===== src/sv/sha1_pkg.sv =====
`timescale 1ns / 1ps
// ----------------------------------------------------------------------------
// sha1_pkg
// Shared types and fixed constants of the SHA-1 byte stream hasher.
// ----------------------------------------------------------------------------
package sha1_pkg;

  typedef logic [31:0] word_t;

  // Request opcodes
  localparam logic OP_PUSH   = 1'b0;
  localparam logic OP_FINISH = 1'b1;

  // Initial chaining values
  localparam word_t IV_0 = 32'h67452301;
  localparam word_t IV_1 = 32'hEFCDAB89;
  localparam word_t IV_2 = 32'h98BADCFE;
  localparam word_t IV_3 = 32'h10325476;
  localparam word_t IV_4 = 32'hC3D2E1F0;

  // Round constants
  localparam word_t K_0 = 32'h5A827999;
  localparam word_t K_1 = 32'h6ED9EBA1;
  localparam word_t K_2 = 32'h8F1BBCDC;
  localparam word_t K_3 = 32'hCA62C1D6;

  localparam logic [7:0] PAD_BYTE   = 8'h80;
  localparam int unsigned NUM_WORDS = 5;
  localparam logic [6:0] LAST_ROUND = 7'd79;

  // Start request to the compression unit
  typedef struct packed {
    logic start;
  } cmp_ctrl_t;

  // Block store read port and completion from the compression unit
  typedef struct packed {
    logic       rd_en;
    logic [3:0] rd_addr;
    logic       done;
  } cmp_stat_t;

endpackage


===== src/sv/sha1_if.sv =====
`timescale 1ns / 1ps
// ----------------------------------------------------------------------------
// sha1_if
// Valid/ready channels of the hasher: byte requests in, digest words out.
// ----------------------------------------------------------------------------
interface sha1_in_if;
  logic       valid;
  logic       ready;
  logic       opcode;
  logic [7:0] data_byte;

  modport source (output valid, output opcode, output data_byte, input ready);
  modport sink   (input valid, input opcode, input data_byte, output ready);
endinterface

interface sha1_out_if;
  logic        valid;
  logic        ready;
  logic [31:0] digest_word;
  logic [2:0]  word_index;
  logic        last_word;

  modport source (output valid, output digest_word, output word_index,
                  output last_word, input ready);
  modport sink   (input valid, input digest_word, input word_index,
                  input last_word, output ready);
endinterface


===== src/sv/sha1_cmp.sv =====
`timescale 1ns / 1ps
// ----------------------------------------------------------------------------
// sha1_cmp
// 80-round SHA-1 compression, one round per cycle. Message words 0..15 are
// read from the block store; later words come from a 16-word schedule line.
// ----------------------------------------------------------------------------
module sha1_cmp (
  input  logic                clk_i,
  input  logic                rst_ni,
  input  sha1_pkg::cmp_ctrl_t ctrl_i,
  input  sha1_pkg::word_t     chain_i [5],
  input  sha1_pkg::word_t     rdata_i,
  output sha1_pkg::cmp_stat_t stat_o,
  output sha1_pkg::word_t     work_o [5]
);
  import sha1_pkg::*;

  logic       running_q, running_d;
  logic       done_q, done_d;
  logic [6:0] rnd_q, rnd_d;
  word_t      work_q [5];
  word_t      win_q  [16];

  word_t sched_w, w_cur, f_val, k_val, temp;

  // Message word: from the store for the first 16 rounds, else expanded
  always_comb begin
    sched_w = win_q[13] ^ win_q[8] ^ win_q[2] ^ win_q[0];
    sched_w = {sched_w[30:0], sched_w[31]};
    w_cur   = (rnd_q < 7'd16) ? rdata_i : sched_w;
  end

  // Round function and constant
  always_comb begin
    if (rnd_q < 7'd20) begin
      f_val = (work_q[1] & work_q[2]) | (~work_q[1] & work_q[3]);
      k_val = K_0;
    end else if (rnd_q < 7'd40) begin
      f_val = work_q[1] ^ work_q[2] ^ work_q[3];
      k_val = K_1;
    end else if (rnd_q < 7'd60) begin
      f_val = (work_q[1] & work_q[2]) | (work_q[1] & work_q[3]) |
              (work_q[2] & work_q[3]);
      k_val = K_2;
    end else begin
      f_val = work_q[1] ^ work_q[2] ^ work_q[3];
      k_val = K_3;
    end
    temp = {work_q[0][26:0], work_q[0][31:27]} + f_val + work_q[4] + k_val + w_cur;
  end

  // Round sequencing
  always_comb begin
    running_d = running_q;
    rnd_d     = rnd_q;
    done_d    = 1'b0;
    if (ctrl_i.start) begin
      running_d = 1'b1;
      rnd_d     = '0;
    end else if (running_q) begin
      rnd_d = rnd_q + 7'd1;
      if (rnd_q == LAST_ROUND) begin
        running_d = 1'b0;
        rnd_d     = '0;
        done_d    = 1'b1;
      end
    end
  end

  always_ff @(posedge clk_i or negedge rst_ni) begin
    if (!rst_ni) begin
      running_q <= 1'b0;
      done_q    <= 1'b0;
      rnd_q     <= '0;
    end else begin
      running_q <= running_d;
      done_q    <= done_d;
      rnd_q     <= rnd_d;
    end
  end

  // Working variables and schedule line
  always_ff @(posedge clk_i) begin
    if (ctrl_i.start) begin
      for (int i = 0; i < 5; i++) work_q[i] <= chain_i[i];
    end else if (running_q) begin
      work_q[4] <= work_q[3];
      work_q[3] <= work_q[2];
      work_q[2] <= {work_q[1][1:0], work_q[1][31:2]};
      work_q[1] <= work_q[0];
      work_q[0] <= temp;
      for (int i = 0; i < 15; i++) win_q[i] <= win_q[i+1];
      win_q[15] <= w_cur;
    end
  end

  // Prefetch the store word for the next round
  always_comb begin
    stat_o.rd_en   = ctrl_i.start | (running_q & (rnd_q < 7'd15));
    stat_o.rd_addr = running_q ? (rnd_q[3:0] + 4'd1) : 4'd0;
    stat_o.done    = done_q;
  end

  assign work_o = work_q;

endmodule


===== src/sv/sha1_byte_stream_hasher_unit.sv =====
`timescale 1ns / 1ps
// ----------------------------------------------------------------------------
// sha1_byte_stream_hasher_unit
// SHA-1 over a byte stream: bytes pack big-endian into a 16-word block store,
// full blocks are compressed, finish pads and emits the 160-bit digest.
//
//   port   dir  payload                              role
//   in_i   in   opcode, data_byte                    push byte / finish
//   out_o  out  digest_word, word_index, last_word   five digest words
//
// A push is taken while idle; the 64th byte of a block also starts the store
// prefetch, the 80 rounds of the compression unit and the chaining add.
// A finish writes the rest of the block one word per cycle (up to 16), runs
// one or two compressions, then hands out five words through the output
// register. Input ready is high only while idle; the output register lets
// the last word wait on out_o.ready without holding up the next push.
// Reset loads the initial chaining values and clears the byte count.
// ----------------------------------------------------------------------------
module sha1_byte_stream_hasher_unit (
  input  logic       clk_i,
  input  logic       rst_ni,
  sha1_in_if.sink    in_i,
  sha1_out_if.source out_o
);
  import sha1_pkg::*;

  localparam logic [2:0] ST_IDLE = 3'd0;
  localparam logic [2:0] ST_PAD  = 3'd1;
  localparam logic [2:0] ST_GO   = 3'd2;
  localparam logic [2:0] ST_WAIT = 3'd3;
  localparam logic [2:0] ST_OUT  = 3'd4;

  logic [2:0]  state_q, state_d;
  logic [60:0] count_q, count_d;
  word_t       chain_q [5];
  word_t       chain_d [5];
  logic [23:0] pack_q, pack_d;
  logic [3:0]  pad_addr_q, pad_addr_d;
  logic        fin_q, fin_d;
  logic        len_blk_q, len_blk_d;
  logic [2:0]  idx_q, idx_d;

  logic        ov_q, ov_d;
  word_t       odata_q, odata_d;
  logic [2:0]  oidx_q, oidx_d;
  logic        olast_q, olast_d;

  // Block store
  word_t       mem [16];
  word_t       rdata_q;
  logic        wr_en;
  logic [3:0]  wr_addr;
  word_t       wr_data;

  cmp_ctrl_t   cmp_ctrl;
  cmp_stat_t   cmp_stat;
  word_t       work [5];

  logic        in_acc;
  logic [5:0]  pos;
  word_t       fin_word;
  word_t       pad_word;

  assign in_i.ready = (state_q == ST_IDLE);
  assign in_acc     = in_i.valid & in_i.ready;
  assign pos        = count_q[5:0];

  // Close the partial word with the pad byte
  always_comb begin
    case (pos[1:0])
      2'd0:    fin_word = {PAD_BYTE, 24'h0};
      2'd1:    fin_word = {pack_q[23:16], PAD_BYTE, 16'h0};
      2'd2:    fin_word = {pack_q[23:8], PAD_BYTE, 8'h0};
      2'd3:    fin_word = {pack_q, PAD_BYTE};
      default: fin_word = '0;
    endcase
  end

  // Zero fill, with the bit length in the last two words of the final block
  always_comb begin
    pad_word = '0;
    if (len_blk_q && pad_addr_q == 4'd14) pad_word = count_q[60:29];
    if (len_blk_q && pad_addr_q == 4'd15) pad_word = {count_q[28:0], 3'b000};
  end

  // Control sequencer
  always_comb begin
    state_d    = state_q;
    count_d    = count_q;
    chain_d    = chain_q;
    pack_d     = pack_q;
    pad_addr_d = pad_addr_q;
    fin_d      = fin_q;
    len_blk_d  = len_blk_q;
    idx_d      = idx_q;
    ov_d       = ov_q;
    odata_d    = odata_q;
    oidx_d     = oidx_q;
    olast_d    = olast_q;
    wr_en      = 1'b0;
    wr_addr    = pos[5:2];
    wr_data    = '0;
    cmp_ctrl.start = 1'b0;

    // Drop the output request once taken
    if (ov_q && out_o.ready) ov_d = 1'b0;

    case (state_q)
      ST_IDLE: begin
        if (in_acc) begin
          if (in_i.opcode == OP_PUSH) begin
            count_d = count_q + 61'd1;
            case (pos[1:0])
              2'd0:    pack_d = {in_i.data_byte, 16'h0};
              2'd1:    pack_d[15:8] = in_i.data_byte;
              2'd2:    pack_d[7:0] = in_i.data_byte;
              default: begin
                wr_en   = 1'b1;
                wr_data = {pack_q, in_i.data_byte};
              end
            endcase
            if (pos == 6'd63) state_d = ST_GO;
          end else begin
            wr_en      = 1'b1;
            wr_data    = fin_word;
            fin_d      = 1'b1;
            len_blk_d  = (pos < 6'd56);
            pad_addr_d = pos[5:2] + 4'd1;
            state_d    = (pos[5:2] == 4'd15) ? ST_GO : ST_PAD;
          end
        end
      end
      ST_PAD: begin
        wr_en      = 1'b1;
        wr_addr    = pad_addr_q;
        wr_data    = pad_word;
        pad_addr_d = pad_addr_q + 4'd1;
        if (pad_addr_q == 4'd15) state_d = ST_GO;
      end
      ST_GO: begin
        cmp_ctrl.start = 1'b1;
        state_d        = ST_WAIT;
      end
      ST_WAIT: begin
        if (cmp_stat.done) begin
          for (int i = 0; i < 5; i++) chain_d[i] = chain_q[i] + work[i];
          if (!fin_q) begin
            state_d = ST_IDLE;
          end else if (!len_blk_q) begin
            len_blk_d  = 1'b1;
            pad_addr_d = '0;
            state_d    = ST_PAD;
          end else begin
            idx_d   = '0;
            state_d = ST_OUT;
          end
        end
      end
      ST_OUT: begin
        if (!ov_q || out_o.ready) begin
          ov_d    = 1'b1;
          odata_d = chain_q[idx_q];
          oidx_d  = idx_q;
          olast_d = (idx_q == 3'(NUM_WORDS - 1));
          idx_d   = idx_q + 3'd1;
          if (idx_q == 3'(NUM_WORDS - 1)) begin
            // Back to the initial state for the next message
            chain_d[0] = IV_0;
            chain_d[1] = IV_1;
            chain_d[2] = IV_2;
            chain_d[3] = IV_3;
            chain_d[4] = IV_4;
            count_d    = '0;
            fin_d      = 1'b0;
            state_d    = ST_IDLE;
          end
        end
      end
      default: state_d = ST_IDLE;
    endcase
  end

  always_ff @(posedge clk_i or negedge rst_ni) begin
    if (!rst_ni) begin
      state_q    <= ST_IDLE;
      count_q    <= '0;
      chain_q[0] <= IV_0;
      chain_q[1] <= IV_1;
      chain_q[2] <= IV_2;
      chain_q[3] <= IV_3;
      chain_q[4] <= IV_4;
      pad_addr_q <= '0;
      fin_q      <= 1'b0;
      len_blk_q  <= 1'b0;
      idx_q      <= '0;
      ov_q       <= 1'b0;
    end else begin
      state_q    <= state_d;
      count_q    <= count_d;
      chain_q    <= chain_d;
      pad_addr_q <= pad_addr_d;
      fin_q      <= fin_d;
      len_blk_q  <= len_blk_d;
      idx_q      <= idx_d;
      ov_q       <= ov_d;
    end
  end

  // Payload registers
  always_ff @(posedge clk_i) begin
    pack_q  <= pack_d;
    odata_q <= odata_d;
    oidx_q  <= oidx_d;
    olast_q <= olast_d;
  end

  // Block store: one write port, one registered read port
  always_ff @(posedge clk_i) begin
    if (wr_en) mem[wr_addr] <= wr_data;
    if (cmp_stat.rd_en) rdata_q <= mem[cmp_stat.rd_addr];
  end

  sha1_cmp u_cmp (
    .clk_i  (clk_i),
    .rst_ni (rst_ni),
    .ctrl_i (cmp_ctrl),
    .chain_i(chain_q),
    .rdata_i(rdata_q),
    .stat_o (cmp_stat),
    .work_o (work)
  );

  assign out_o.valid       = ov_q;
  assign out_o.digest_word = odata_q;
  assign out_o.word_index  = oidx_q;
  assign out_o.last_word   = olast_q;

endmodule

===== src/flat_wrapper.sv =====
// flat-port wrapper written by rule: the top's interface ports become plain ports
module sha1_byte_stream_hasher_unit_flat import sha1_pkg::*;
  (clk_i, rst_ni, in_i_valid, in_i_opcode, in_i_data_byte, in_i_ready, out_o_valid, out_o_digest_word, out_o_word_index, out_o_last_word, out_o_ready);
  sha1_in_if in_i_i ();
  sha1_out_if out_o_i ();
  input  logic clk_i;
  input  logic rst_ni;
  input wire logic [$bits(in_i_i.valid)-1:0] in_i_valid;
  input wire logic [$bits(in_i_i.opcode)-1:0] in_i_opcode;
  input wire logic [$bits(in_i_i.data_byte)-1:0] in_i_data_byte;
  output wire logic [$bits(in_i_i.ready)-1:0] in_i_ready;
  output wire logic [$bits(out_o_i.valid)-1:0] out_o_valid;
  output wire logic [$bits(out_o_i.digest_word)-1:0] out_o_digest_word;
  output wire logic [$bits(out_o_i.word_index)-1:0] out_o_word_index;
  output wire logic [$bits(out_o_i.last_word)-1:0] out_o_last_word;
  input wire logic [$bits(out_o_i.ready)-1:0] out_o_ready;
  assign in_i_i.valid = in_i_valid;
  assign in_i_i.opcode = in_i_opcode;
  assign in_i_i.data_byte = in_i_data_byte;
  assign in_i_ready = in_i_i.ready;
  assign out_o_valid = out_o_i.valid;
  assign out_o_digest_word = out_o_i.digest_word;
  assign out_o_word_index = out_o_i.word_index;
  assign out_o_last_word = out_o_i.last_word;
  assign out_o_i.ready = out_o_ready;
  sha1_byte_stream_hasher_unit u_core (.clk_i(clk_i), .rst_ni(rst_ni), .in_i(in_i_i), .out_o(out_o_i));
endmodule

===== config.mk =====
export PLATFORM = sky130hd
export DESIGN_NAME = sha1_byte_stream_hasher_unit_flat
export DESIGN_NICKNAME = d
export VERILOG_FILES = /design/src/sv/sha1_pkg.sv /design/src/sv/sha1_if.sv /design/src/sv/sha1_cmp.sv /design/src/sv/sha1_byte_stream_hasher_unit.sv /design/src/flat_wrapper.sv
export SDC_FILE = /design/constraint.sdc
export NUM_CORES = 2
export LEC_CHECK = 0
export ABC_AREA = 0
export BUFFER_PORTS_ARGS = -buffer_cell sky130_fd_sc_hd__buf_2
export CAP_MARGIN = 15
export CORE_MARGIN = 10
export CORE_UTILIZATION = 58
export DETAILED_ROUTE_END_ITERATION = 6
export GPL_ROUTABILITY_DRIVEN = 0
export MAX_ROUTING_LAYER = met4
export PLACE_DENSITY_LB_ADDON = 0.3
export SLEW_MARGIN = 0
export SYNTH_ARGS = -nofsm -noshare
export SYNTH_HDL_FRONTEND = slang
export SYNTH_SLANG_ARGS = --single-unit

===== constraint.sdc =====
create_clock -name clk_i -period 13.2 [get_ports clk_i]
set_clock_uncertainty 0.15 [all_clocks]
set_input_delay 2.64 -clock clk_i [delete_from_list [all_inputs] [get_ports clk_i]]
set_output_delay 2.64 -clock clk_i [all_outputs]
set_load 0.02 [all_outputs]

==> flow_metrics.tcl <==
set metrics [dict create \
    outcome "finished clean" \
    period_needed_ns 7.54 \
    synth.top_cell.area_share_pct 54.0 \
    layout.nets 6045 \
    tightest_slew_ns 1.25 \
    grt_usage_pct 26.4 \
    rsz0062_at_grt "false" \
    grt_pass1_wl_um 269000 \
    first_pass_iters 6 \
    path_max_fanout 21 \
    synth_seq_cells 1519 \
    setup.worst_path.start_class "register" \
    synth_top_area_cell "edfxtp_1" \
    die_w_um 370 \
    synth_xor_area_share_pct 3.68 \
    synthFlopType "edfxtp_1" \
    grt_pass1_vias 44414 \
    cpMaxStageDelayCell "a41oi_1" \
    synth_top_family_by_area "compound AO/OA/AOI/OAI gates" \
    synth_compound_area_share_pct 11.5 \
    maxCapViolCount 0 \
    maxSlewViolCount 0 \
    routed_via_density 6.18 \
    drc_errors 0 \
    postCtsHoldBufs 0 \
    hp-class "reg2reg" \
    yosys_warnings 0 \
    antenna_left 0 \
    cts_tree "done" \
    seq_area_frac_synth_pct 62.8 \
    synth_edf_count 1276 \
    fmax_ghz 0.133 \
    syn2layout_area_growth_pct 10.4 \
    clock_sinks 1519 \
    max_stage_delay_ns 0.87 \
    ioPinCount 51 \
    drive_gt1_share_pct 9.25 \
    dpl.hpwl_um 113000 \
    dr_total_vias 46072 \
    synthMuxAreaShare_pct 2.05 \
    cts_setup_buffers 0 \
    clock-root-buffer "clkbuf_16" \
    antenna_found_initial 3 \
    fillers 8730 \
    clock_latency_ns 0.79 \
    finalHoldViolCount 0 \
    start_util_pct 58.3 \
    syn_area_um2 70900 \
    io_buffers 50 \
    max-slew-margin-rel_pct 16.1 \
    cts.clk_slew.worst_paths_ns 0.06 \
    crit_type "reg2reg" \
    fp.dieH_um 370 \
    endpoint_kind "register" \
    post_drt_wl_per_cell_um 23.7 \
    layout_commonest_cell "edfxtp_1" \
    crit_arrival_ns 7.91 \
    drt_iter0_drc 5289 \
    fin_setup_tns_ns 0 \
    postSynthCellCount 5647 \
    required_ns 13.58 \
    row_count 128 \
    yosys.area_share.simple_pct 9.88 \
    routed_wl_um 177000 \
    cts-buffers-inserted 154 \
    avgSynthCellArea_um2 12.6 \
    htreeDepth 4 \
    synth.distinct_cells 89 \
    synthAdderAreaFrac_pct 7.15 \
    netlist_top_cells_area "edfxtp_1 54%, dfrtp_1 5.8%, nand2_1 4.6%" \
    finalCritPeriodShare_pct 57.1 \
    cts_buffer_depth 3 \
    final_cell_mix "1276 x edfxtp_1, 855 x nand2_1, 326 x inv_1" \
    setup_viol 0 \
    die_area_um2 137000 \
    grt-ovfl-total 0 \
    syn-num-nets 5990 \
    cts-resized-gates 0 \
    core_region_area_um2 122000 \
    grt_max_degree 160 \
    async_reset_ff_share_pct 16.0 \
]
[critical path, delay by kind of cell (launching register included)]
kind	cells	cell delay [ns]
compound gates	11	3.51
fa+ha+maj	4	1.59
buf+inv	6	1.03
flops	1	0.48
simple gates	3	0.30
xor+xnor	1	0.17
[registers in the layout, summed over array words and instances (netlist names)]
register	count
u_core.chain_q	160
u_core.count_q	61
u_core.fin_q	1
u_core.idx_q	3
u_core.len_blk_q	1
u_core.mem	512
u_core.out_o.digest_word	32
u_core.out_o.last_word	1
u_core.out_o.valid	1
u_core.out_o.word_index	3
u_core.pack_q	24
u_core.pad_addr_q	4
u_core.rdata_q	32
u_core.state_q	3
u_core.u_cmp.done_q	1
u_core.u_cmp.rnd_q	7
u_core.u_cmp.running_q	1
u_core.u_cmp.win_q	512
u_core.u_cmp.work_o	160
[metal layers]
metal / vias up / part of all wire, % / track usage [%]
li1: 20622 / - / -
met1: 22859 / 42 / 36.6
met2: 2219 / 46 / 39.7
met3: 372 / 8.6 / 4.25
met4: 0 / 3.3 / 9.10
met5: - / 0 / -
[worst paths after layout]
path | slack, ns | start | depth (start not counted) | to
hold / removal | 0.24 | u_core.u_cmp.win_q[0][202] | 0 | u_core.u_cmp.win_q[0][170]
hold reg to reg | 0.24 | u_core.u_cmp.win_q[0][202] | 0 | u_core.u_cmp.win_q[0][170]
min in group asynchronous | 1.70 | rst_ni | 1 | u_core.chain_q[12]
max in group asynchronous | 9.63 | rst_ni | 2 | u_core.idx_q[1]
setup reg to reg | 5.66 | u_core.u_cmp.rnd_q[3] | 25 | u_core.u_cmp.work_o[159]
setup / recovery | 5.66 | u_core.u_cmp.rnd_q[3] | 25 | u_core.u_cmp.work_o[159]
[synthesized netlist by cell type, types with 56 or more instances]
| cell type | instances |
|---|---|
| nor2b_1 | 149 |
| a31oi_1 | 75 |
| o21ai_0 | 284 |
| inv_1 | 329 |
| clkbuf_1 | 223 |
| a21o_1 | 94 |
| fa_1 | 125 |
| edfxtp_1 | 1276 |
| nor2_1 | 269 |
| nand2_1 | 861 |
| a21oi_1 | 306 |
| a211oi_1 | 171 |
| xnor2_1 | 194 |
| dfstp_2 | 80 |
| xor2_1 | 104 |
| nand3_1 | 56 |
| a311oi_1 | 65 |
| dfrtp_1 | 163 |
| ha_1 | 205 |
| mux2i_1 | 65 |
[area by class of cell]
cell class / instances / area (µm²) / share of cell area, %
sequential: 1519 / 44500 / 56.9
multi-input combinational: 3559 / 24500 / 31.3
clock buffer: 191 / 4110 / 5.24
tap: 1625 / 2030 / 2.60
inverter: 331 / 1250 / 1.60
clock inverter: 91 / 963 / 1.23
timing repair buffer: 137 / 926 / 1.18
antenna: 1 / 2.50 / 0.00320
[through the flow]
stage	utilization, %	instances	hold slack [ns]	setup WS, ns	area (µm²)
floorplan	-	5647	0.250	0.294	70900
global placement	60.2	7171	0.250	6.14	73200
detailed placement	60.2	7171	0.255	5.91	73200
CTS	64.4	7453	0.255	5.86	78300
global route	64.4	7454	0.266	5.31	78300
finish	64.4	7454	0.245	5.66	78300
[logic make-up (layout without fill, tap and decap cells)]
logic type / Yosys count / after routing
other: 0 / 1
AO/OA/AOI/OAI: 1256 / 1256
flip-flops: 1519 / 1519
adder cells (fa/ha/maj): 330 / 330
buffers and inverters: 569 / 750
multiplexers: 101 / 101
AND/OR/NAND/NOR: 1574 / 1574
XOR/XNOR: 298 / 298
Power is not shown: default switching activity piles up to over one toggle a cycle in this logic, so the estimate is an artifact.
